$ cat src/rtl/lfr_pkg.sv
// Shared constants, opcodes and sequencer state codes for the LRU frame replacer.
package lfr_pkg;

  localparam int ID_W = 6;
  localparam int ID_SPACE = 2 ** ID_W;
  localparam int CAP_W = 7;
  localparam int COUNT_OUT_W = 7;
  localparam int NUM_FRAMES_DEF = 64;
  localparam logic [CAP_W-1:0] CAP_RESET = 7'd64;

  localparam logic [1:0] OP_VICTIM = 2'd0;
  localparam logic [1:0] OP_PIN = 2'd1;
  localparam logic [1:0] OP_UNPIN = 2'd2;

  typedef enum logic [5:0] {
    ST_IDLE   = 6'b000001,
    ST_READ   = 6'b000010,
    ST_CHECK  = 6'b000100,
    ST_SH_RD  = 6'b001000,
    ST_SH_WR  = 6'b010000,
    ST_FINISH = 6'b100000
  } seq_state_t;

endpackage

$ cat src/rtl/lfr_order_mem.sv
// Recency order storage: one write port and one registered read port.
module lfr_order_mem #(
  parameter int DEPTH = lfr_pkg::NUM_FRAMES_DEF
) (
  input  logic                         clk,
  input  logic                         we,
  input  logic [$clog2(DEPTH)-1:0]     waddr,
  input  logic [lfr_pkg::ID_W-1:0]     wdata,
  input  logic [$clog2(DEPTH)-1:0]     raddr,
  output logic [lfr_pkg::ID_W-1:0]     rdata
);

  logic [lfr_pkg::ID_W-1:0] mem [DEPTH];

  always_ff @(posedge clk) begin
    if (we) begin
      mem[waddr] <= wdata;
    end
    rdata <= mem[raddr];
  end

endmodule

$ cat src/rtl/lru_frame_replacer_unit.sv
// Top level of the LRU frame replacer: request sequencer, presence map and result register.
//
// The block keeps an ordered list of evictable frame ids, oldest first, in a small
// single-port-read memory, plus a presence bit per frame id in flip-flops. An unpin request
// appends a frame at the newest end, unless it is already present or the list already holds
// the configured capacity (capped at the frame count). A pin request removes a present frame;
// a victim request removes and returns the oldest frame. Each request produces exactly one
// result carrying the entry count after the request. Requests are handled one at a time by a
// sequencer that drives one compare unit and the memory's single read port. An unpin or an
// ignored request goes from the idle state straight to the finish state, which loads the
// result register. A pin or victim request first scans the list, one entry at a time through
// the read and check states, until it finds the frame, then closes the gap by moving every
// later entry down one slot through the shift read and shift write states, because every step
// waits for the registered read of the memory. A finished result waits in its own output
// register, so the next request can be accepted before the previous result is taken. The
// capacity register is written through its own port and should only change while the block
// is idle.
module lru_frame_replacer_unit #(
  parameter int NUM_FRAMES = lfr_pkg::NUM_FRAMES_DEF
) (
  input  logic                              clk,
  input  logic                              rst,
  // Configuration write channel.
  input  logic                              cfg_valid,
  output logic                              cfg_ready,
  input  logic [lfr_pkg::CAP_W-1:0]         capacity,
  // Request channel.
  input  logic                              in_valid,
  output logic                              in_ready,
  input  logic [1:0]                        opcode,
  input  logic [lfr_pkg::ID_W-1:0]          page_frame,
  // Result channel.
  output logic                              out_valid,
  input  logic                              out_ready,
  output logic                              victim_found,
  output logic [lfr_pkg::ID_W-1:0]          victim_frame,
  output logic [lfr_pkg::COUNT_OUT_W-1:0]   entry_count
);

  // Only ids that fit the frame field can ever be held, so storage stops there.
  localparam int PD = (NUM_FRAMES < lfr_pkg::ID_SPACE) ? NUM_FRAMES : lfr_pkg::ID_SPACE;
  localparam int AW = $clog2(PD);
  localparam int CW = $clog2(PD + 1);

  lfr_pkg::seq_state_t state;

  logic [CW-1:0]                 cnt;
  logic [PD-1:0]                 present;
  logic [lfr_pkg::CAP_W-1:0]     cap;
  logic [AW-1:0]                 ptr;
  logic [1:0]                    op_q;
  logic [lfr_pkg::ID_W-1:0]      tgt;
  logic                          found_q;

  logic [CW:0]                   ptr_nx;
  logic                          fid_ok;
  logic                          fid_present;
  logic                          unpin_ok;
  logic                          mem_we;
  logic [AW-1:0]                 mem_waddr;
  logic [lfr_pkg::ID_W-1:0]      mem_wdata;
  logic [AW-1:0]                 mem_raddr;
  logic [lfr_pkg::ID_W-1:0]      mem_rdata;

  assign cfg_ready = 1'b1;
  assign in_ready  = (state == lfr_pkg::ST_IDLE);

  assign ptr_nx      = (CW + 1)'(ptr) + (CW + 1)'(1);
  assign fid_ok      = int'(page_frame) < NUM_FRAMES;
  assign fid_present = fid_ok && present[page_frame[AW-1:0]];
  // An unpin is admitted only below both the configured capacity and the frame count.
  assign unpin_ok    = fid_ok && !fid_present &&
                       (lfr_pkg::CAP_W'(cnt) < cap) && (int'(cnt) < NUM_FRAMES);

  // The memory takes the appended id on an admitted unpin, or one moved entry per shift step.
  always_comb begin
    mem_we    = 1'b0;
    mem_waddr = ptr;
    mem_wdata = mem_rdata;
    if (state == lfr_pkg::ST_IDLE && in_valid && opcode == lfr_pkg::OP_UNPIN && unpin_ok) begin
      mem_we    = 1'b1;
      mem_waddr = AW'(cnt);
      mem_wdata = page_frame;
    end else if (state == lfr_pkg::ST_SH_WR) begin
      mem_we    = 1'b1;
    end
  end

  // During the shift the entry one slot above the pointer is fetched.
  assign mem_raddr = (state == lfr_pkg::ST_SH_RD) ? AW'(ptr_nx) : ptr;

  lfr_order_mem #(
    .DEPTH (PD)
  ) u_order_mem (
    .clk   (clk),
    .we    (mem_we),
    .waddr (mem_waddr),
    .wdata (mem_wdata),
    .raddr (mem_raddr),
    .rdata (mem_rdata)
  );

  always_ff @(posedge clk) begin
    if (rst) begin
      state     <= lfr_pkg::ST_IDLE;
      cnt       <= '0;
      present   <= '0;
      cap       <= lfr_pkg::CAP_RESET;
      out_valid <= 1'b0;
    end else begin
      if (cfg_valid && cfg_ready) begin
        cap <= capacity;
      end
      // A result loaded in the finish state takes over the register in the same cycle.
      if (out_valid && out_ready && state != lfr_pkg::ST_FINISH) begin
        out_valid <= 1'b0;
      end

      unique case (state)
        lfr_pkg::ST_IDLE: begin
          if (in_valid) begin
            op_q    <= opcode;
            tgt     <= page_frame;
            found_q <= 1'b0;
            ptr     <= '0;
            unique case (opcode)
              lfr_pkg::OP_VICTIM: begin
                if (cnt != '0) begin
                  state <= lfr_pkg::ST_READ;
                end else begin
                  state <= lfr_pkg::ST_FINISH;
                end
              end
              lfr_pkg::OP_PIN: begin
                if (fid_present) begin
                  state <= lfr_pkg::ST_READ;
                end else begin
                  state <= lfr_pkg::ST_FINISH;
                end
              end
              lfr_pkg::OP_UNPIN: begin
                state <= lfr_pkg::ST_FINISH;
                if (unpin_ok) begin
                  present[page_frame[AW-1:0]] <= 1'b1;
                  cnt <= cnt + CW'(1);
                end
              end
              default: begin
                state <= lfr_pkg::ST_FINISH;
              end
            endcase
          end
        end
        lfr_pkg::ST_READ: begin
          state <= lfr_pkg::ST_CHECK;
        end
        lfr_pkg::ST_CHECK: begin
          // The victim is always the oldest slot; a pin scans until its id matches.
          if (op_q == lfr_pkg::OP_VICTIM || mem_rdata == tgt) begin
            if (op_q == lfr_pkg::OP_VICTIM) begin
              tgt     <= mem_rdata;
              found_q <= 1'b1;
            end
            state <= lfr_pkg::ST_SH_RD;
          end else begin
            ptr   <= AW'(ptr_nx);
            state <= lfr_pkg::ST_READ;
          end
        end
        lfr_pkg::ST_SH_RD: begin
          if (ptr_nx < (CW + 1)'(cnt)) begin
            state <= lfr_pkg::ST_SH_WR;
          end else begin
            cnt                  <= cnt - CW'(1);
            present[tgt[AW-1:0]] <= 1'b0;
            state                <= lfr_pkg::ST_FINISH;
          end
        end
        lfr_pkg::ST_SH_WR: begin
          ptr   <= AW'(ptr_nx);
          state <= lfr_pkg::ST_SH_RD;
        end
        lfr_pkg::ST_FINISH: begin
          if (!out_valid || out_ready) begin
            out_valid    <= 1'b1;
            victim_found <= found_q;
            victim_frame <= found_q ? tgt : '0;
            entry_count  <= lfr_pkg::COUNT_OUT_W'(cnt);
            state        <= lfr_pkg::ST_IDLE;
          end
        end
        default: begin
          state <= lfr_pkg::ST_IDLE;
        end
      endcase
    end
  end

  // The presence map and the entry count always describe the same set.
  a_count_matches_map: assert property (@(posedge clk) disable iff (rst)
    $countones(present) == int'(cnt))
    else $error("presence map population differs from entry count");

  // A scan or a victim read never looks past the last held slot.
  a_scan_in_range: assert property (@(posedge clk) disable iff (rst)
    (state == lfr_pkg::ST_CHECK) |-> (int'(ptr) < int'(cnt)))
    else $error("scan pointer ran past the held entries");

  // A finished request whose result register is free shows its result next cycle.
  a_result_loaded: assert property (@(posedge clk) disable iff (rst)
    (state == lfr_pkg::ST_FINISH && (!out_valid || out_ready)) |=>
      (out_valid && state == lfr_pkg::ST_IDLE))
    else $error("finished request did not reach the result register");

endmodule

$ cat config.mk
export PLATFORM = sky130hd
export DESIGN_NAME = lru_frame_replacer_unit
export DESIGN_NICKNAME = d
export VERILOG_FILES = /design/src/rtl/lfr_pkg.sv /design/src/rtl/lfr_order_mem.sv /design/src/rtl/lru_frame_replacer_unit.sv
export SDC_FILE = /design/constraint.sdc
export NUM_CORES = 1
export LEC_CHECK = 0
export BUFFER_PORTS_ARGS = -buffer_cell sky130_fd_sc_hd__buf_2
export CAP_MARGIN = 10
export CORE_ASPECT_RATIO = 0.7
export CORE_MARGIN = 4
export CORE_UTILIZATION = 68
export DETAILED_ROUTE_END_ITERATION = 12
export MAX_ROUTING_LAYER = met4
export PLACE_DENSITY_LB_ADDON = 0.15
export SLEW_MARGIN = 25
export SYNTH_ARGS = -nofsm -noshare
export SYNTH_HDL_FRONTEND = slang
export SYNTH_SLANG_ARGS = --single-unit
$ cat constraint.sdc
create_clock -name clk -period 10.4 [get_ports clk]
set_input_delay 1.56 -clock clk [delete_from_list [all_inputs] [get_ports clk]]
set_output_delay 1.56 -clock clk [all_outputs]
set_load 0.02 [all_outputs]
---- Yosys cells after proc, flatten, opt, wreduce, memory -nomap -nowiden ----
Memories as Yosys holds them, arrays and structs flattened. A register that Yosys moved wholly into a read port is not among the register bits.
Index checks and enable logic that the tools add are counted.
operators by class
  mux-type cells .......................... 45
  add/sub/neg operators ................... 3
  reductions and logical operators ........ 25
  order comparisons ....................... 7
  eq/ne operators ......................... 18
  bitwise logic cells ..................... 4
operator list
  cell                                                  number
  two-way mux 64 bit                                    4
  case mux 64 bit (2 select lines)                      1
  two-way mux 6 bit                                     13
  bitwise AND 64 bit                                    1
  inverter 64 bit                                       1
  bitwise OR 64 bit                                     1
  case mux 6 bit (6 select lines)                       1
  two-way mux 7 bit                                     4
  case mux 6 bit (2 select lines)                       2
  case mux 6 bit (3 select lines)                       1
  < comparator 6 x 7 -> 1 bit (second input constant)   2
  < comparator 7 bit                                    2
  case mux 7 bit (2 select lines)                       1
  two-way mux 1 bit                                     13
  demux 1 bit (select 6 bit)                            2
  >= comparator 6 x 1 -> 1 bit (second input constant)  2
  != test 2 bit (second input constant)                 6
  AND reduction 5 bit                                   2
  logical AND 1 bit                                     9
  adder 6 x 1 -> 7 bit (second input constant)          1
  adder 7 x 1 -> 7 bit (second input constant)          1
  < comparator 7 bit (second input constant)            1
  nonzero test 7 bit                                    1
  subtractor 7 x 1 -> 7 bit (second input constant)     1
  23 further kinds                                      29
storage, ports and cells
  output and inout port bits .............. 17
  register bits after elaboration ......... 114
  memories ................................ 1
  word-level logic and storage cells ...... 115
  input bits .............................. 20
  RAM bits ................................ 384
memories
  memory           depth  width  rd ports  clocked after memory_dff  write ports  RTL line             text
  u_order_mem.mem  64     6      1         1                         1            lfr_order_mem.sv:13  logic [lfr_pkg::ID_W-1:0] mem [DEPTH];

---- Depth between registers and ports, before layout ----
  word-level depth ........................ 9
  mapped depth ............................ 16
  mapped depth without buffers ............ 11

---- Cells and area by module ----
A second synthesis with hierarchy kept.
second synthesis, totals
  cell total of the unflattened synthesis .. 1405
  area, all modules ....................... 21435.6 sq um
modules (own cells, without submodules)
  module                   times used  area each (sq um)  sequential area each (sq um)  cells each
  lfr_order_mem            1           15225.9            11651.2                       720
  lru_frame_replacer_unit  1           6209.7             2572.5                        685

---- Least setup slack after synthesis ----
No wires, ideal clock.
  path type ............................... input to register
  from .................................... input port page_frame[1] in the netlist's numbering
  to ...................................... memory u_order_mem.mem[10][0] in the netlist's numbering (enable)
  arrival ................................. 4.001 ns
  data required time ...................... 10.019 ns
  cell stages on the path ................. 9
  setup slack ............................. 6.019 ns
  library setup time ...................... 0.381 ns
  buffers on the path ..................... 2
  cells stage by stage .................... clkbuf_1 -> mux2_2 -> a22o_1 -> a221oi_1 -> nor2_1 -> nor3_1 -> nand3_1 -> clkbuf_1 -> o32ai_1
on the way
  word-level cells in the longest chain between the ends .. 9
  elaborated cells on any way between the ends .. 10
  those cells by class .................... mux (6); reduce/logical (4)
RTL lines
  item                                         RTL line                       text
  start: declaration                           lru_frame_replacer_unit.sv:31  input logic [lfr_pkg::ID_W-1:0] page_frame,
  binary-select mux 1 bit (select 6 bit) (*)   lru_frame_replacer_unit.sv:70  assign fid_present = fid_ok && present[page_frame[AW-1:0]];
  two-way mux 1 bit (not written as such) (*)  lru_frame_replacer_unit.sv:70
  zero test 1 bit (*)                          lru_frame_replacer_unit.sv:72  assign unpin_ok = fid_ok && !fid_present &&
  logical AND 1 bit (*)                        lru_frame_replacer_unit.sv:72
  logical AND 1 bit (*)                        lru_frame_replacer_unit.sv:73  (lfr_pkg::CAP_W'(cnt) < cap) && (int'(cnt) < NUM_FRAMES);
  logical AND 1 bit (*)                        lru_frame_replacer_unit.sv:80  if (state == lfr_pkg::ST_IDLE && in_valid && opcode == lfr_pkg::OP_UNPIN && unpin_ok) begin
  two-way mux 1 bit                            lru_frame_replacer_unit.sv:80
  two-way mux 1 bit                            lfr_order_mem.sv:16            if (we) begin
  two-way mux 1 bit (not written as such)      lfr_order_mem.sv:17            mem[waddr] <= wdata;
  end: declaration                             lfr_order_mem.sv:13
Every way passes the cells marked *; elsewhere a longest branch is shown, timed or not. The select of a mux whose other input is x is not followed.

---- Worst setup path after layout ----
  from .................................... input port page_frame[2] in the netlist's numbering
  to ...................................... memory u_order_mem.mem[5][5] in the netlist's numbering (enable)
Same word-level chain as after synthesis.

==> impl_metrics.csv <==
group,metric,value,unit
outcome,status,"finished clean",
final_layout,nets,1968,
placement,place_ws,4.31,ns
die,rows,57,
cts,clk_latency,0.58,ns
synthesis,synth.top_cells.by_area,"edfxtp_1, dfxtp_1, mux2i_1",
final_layout,area_delta_synth_final,8.51,%
route,dr.max_layer_used,"met4",
timing,fin_crit,5.68,ns
timing,setup_ws,4.72,ns
placement,gp_congestion,1.01,
die,chipWidth,233,um
route,drtIter0Drc,3776,
min_path,worstHoldPathType,"register to register",
cts,clockBufferDepth,3,
cts,numCtsBuffers,45,
final_layout,final_common_cell,"edfxtp_1",
placement,io_buffers,35,
final_layout,drive_above_1_share,9.92,%
global_route,grt_max_degree,82,
setup_path,startpoint_type,"input pin",
timing,grt_setup_unrepaired,"false",
die,io_pins,37,
setup_path,crit_required,10.59,ns
synthesis,ys_ff_latch,504,
route,drc_errors,0,
route,wl_met2,30.8,mm
cts,htree_num_levels,2,
route,drt-met1-wl,29.4,mm
timing,timing.final.max_slew_violations,0,
final_layout,most-common-layout-cells,"edfxtp_1, nand2_1, mux2i_1, dfxtp_1, o21ai_0",
synthesis,synth_top_cell_by_area,"edfxtp_1",
cts,clock-sinks,504,
timing,setup_violations,0,
setup_path,end_kind,"register",
route,antenna_left,0,
setup_path,crit_fanout,58,
setup_path,cp_slowest_stage_delay,0.99,ns
synthesis,yosysSeqAreaShare,59.0,%
global_route,grt.total_usage,41.3,%
cts,holdBufCountCts,0,
die,coreArea,34800,um2
synthesis,async_reset_ff_share,0,%
route,first_pass_iters,7,
synthesis,syn_area,24100,um2
pwr,powerDensity,173,nW/um2
synthesis,synth.distinct_cells,80,
cts,postCtsResizedCells,0,
die,start_util,69.2,%
global_route,grt_pass1_wl,115,mm
route,wl_per_cell,31.8,um
setup_path,slowest_stage,"o32ai_1",
timing,fin_skew,0.0161,ns
setup_path,worstSetupPathType,"input pin to register",
job,drv_cap,0,
route,wl_met3,14.3,mm
setup_path,crit_family,"compound AO/OA/AOI/OAI gates",
route,wl,77.6,mm
synthesis,synth_nets,2022,
final_layout,fin_util,75.1,%
synthesis,avgSynthCellArea,12.1,um2
timing,tightest_slew,1.08,ns
cts,cts_tree,"yes",
placement,hpwlAfterDp,48.5,mm
synthesis,synth_edf_count,413,
global_route,antenna_found_initial,4,
timing,finalSetupTns,0,ns
cts,postCtsSetupBuffers,0,
timing,hold_viol,0,
die,dieArea,38500,um2
setup_path,cp.arrival,5.86,ns
setup_path,path_buf_inv,2,
timing,fmax,0.176,GHz
global_route,overflow,0,
route,vias,19000,
route,viasPerCell,7.80,
global_route,grt_pass1_vias,17700,
synthesis,ys.flop_type,"edfxtp_1",
cts,clockRootBuffer,"clkbuf_16",
synthesis,yosysWarnings,0,
timing,post-route-period-util,54.6,%
pwr,p_leak,8.45,nW
synthesis,syn_inst,1983,
pwr,peakVddDrop,0.178,mV
die,fp.dieH,165,um
synthesis,netlist.area_leader.share,51.5,%
timing,max_slew_margin,28.1,%
setup_path,path_cells,"buf_2, mux2_2, a21o_1, o41ai_1, nor2_1, nor3_1, nand3_4, buf_4, o32ai_1",
cts,path_clk_slew,0.07,ns
## synthesized netlist by cell type (16+ instances only)
cell	n
edfxtp_1	413
nand2_1	202
mux2i_1	130
clkbuf_1	97
dfxtp_1	91
o21ai_0	81
o32ai_1	76
nor2_1	73
o211ai_1	64
nand3_1	62
o31ai_1	51
nor2b_1	41
a2111oi_0	39
buf_2	37
a311o_1	36
a311oi_1	34
nand4_1	34
a31oi_1	31
and3_1	27
inv_1	27
buf_1	23
nor3_1	22
a211oi_1	20
ha_1	18
o22ai_1	16
## worst reg2reg max path: stages, from the launching register on
cell,delay (ns)
edfxtp_1,0.40
buf_4,0.49
buf_4,0.73
nand3_1,0.47
nor2_1,0.31
xor2_1,0.28
ha_1,0.24
o21a_1,0.14
nor2_1,0.05
nor2_1,0.12
o21a_1,0.78
nand4b_1,0.56
o211ai_1,0.34
o31ai_1,0.12
## state kept, by name, summed over array words and instances (netlist names)
register,count
u_order_mem.mem,384
present,64
cap,7
cnt,7
entry_count,7
ptr,6
state,6
tgt,6
u_order_mem.rdata,6
victim_frame,6
op_q,2
found_q,1
out_valid,1
victim_found,1
## where the power goes
group / switching, W / internal, W / total, W / leakage (nW)
Combinational: 0.000333 / 0.000104 / 0.000437 / 3.19
Sequential: 0.0000189 / 0.00226 / 0.00228 / 4.48
Clock: 0.000757 / 0.00106 / 0.00181 / 0.782
Total: 0.00111 / 0.00342 / 0.00453 / 8.45
## worst paths after layout
kind,from,endpoint,slack (ns),depth (start not counted)
max,page_frame[2],u_order_mem.mem[5][5]$_DFFE_PP_,4.72,9
min,present[39]$_SDFFE_PP0P_,present[39]$_SDFFE_PP0P_,0.49,2
min reg2reg,present[39]$_SDFFE_PP0P_,present[39]$_SDFFE_PP0P_,0.49,2
max reg2reg,ptr[0]$_SDFFCE_PN0P_,present[40]$_SDFFE_PP0P_,5.24,13
## through the flow
stage          hold WS (ns)  cell area, um2  power (W)  instances
2_1_floorplan         0.420           24100    0.00257       1983
5_1_grt               0.533           26100    0.00463       2440
4_1_cts               0.487           26100    0.00449       2434
3_3_place_gp          0.463           24500    0.00273       2350
6_report              0.491           26100    0.00453       2440
3_5_place_dp          0.478           24500    0.00274       2351
## layout make-up
| type | count | area, um2 |
|---|---|---|
| tap | 472 | 591 |
| timing repair buffer | 66 | 443 |
| fill | 2260 | 8660 |
| sequential | 504 | 14200 |
| multi-input combinational | 1283 | 9180 |
| clock inverter | 25 | 334 |
| clock buffer | 58 | 1260 |
| inverter | 29 | 109 |
| antenna | 3 | 7.51 |
## cells by family (layout without fill, tap and decap cells)
| logic type | after synthesis | in the layout | share of synthesized area (%) |
|---|---|---|---|
| AOI/OAI and AO/OA | 561 | 561 | 17.9 |
| and+or+nand+nor | 534 | 534 | 11.1 |
| DFF | 504 | 504 | 59.0 |
| buffers and inverters | 196 | 178 | 3.42 |
| muxes | 152 | 152 | 6.90 |
| adders and majority gates | 19 | 19 | 1.02 |
| xor gates and xnor gates | 16 | 16 | 0.582 |
| other | 1 | 4 | 0.0156 |
## layer usage
metal,track usage (%),up-vias
met5,-,-
met4,13.1,0
met3,16.5,292
met2,53.9,1754
met1,59.5,9124
li1,-,7863
Power figures use the tool's default switching activity.
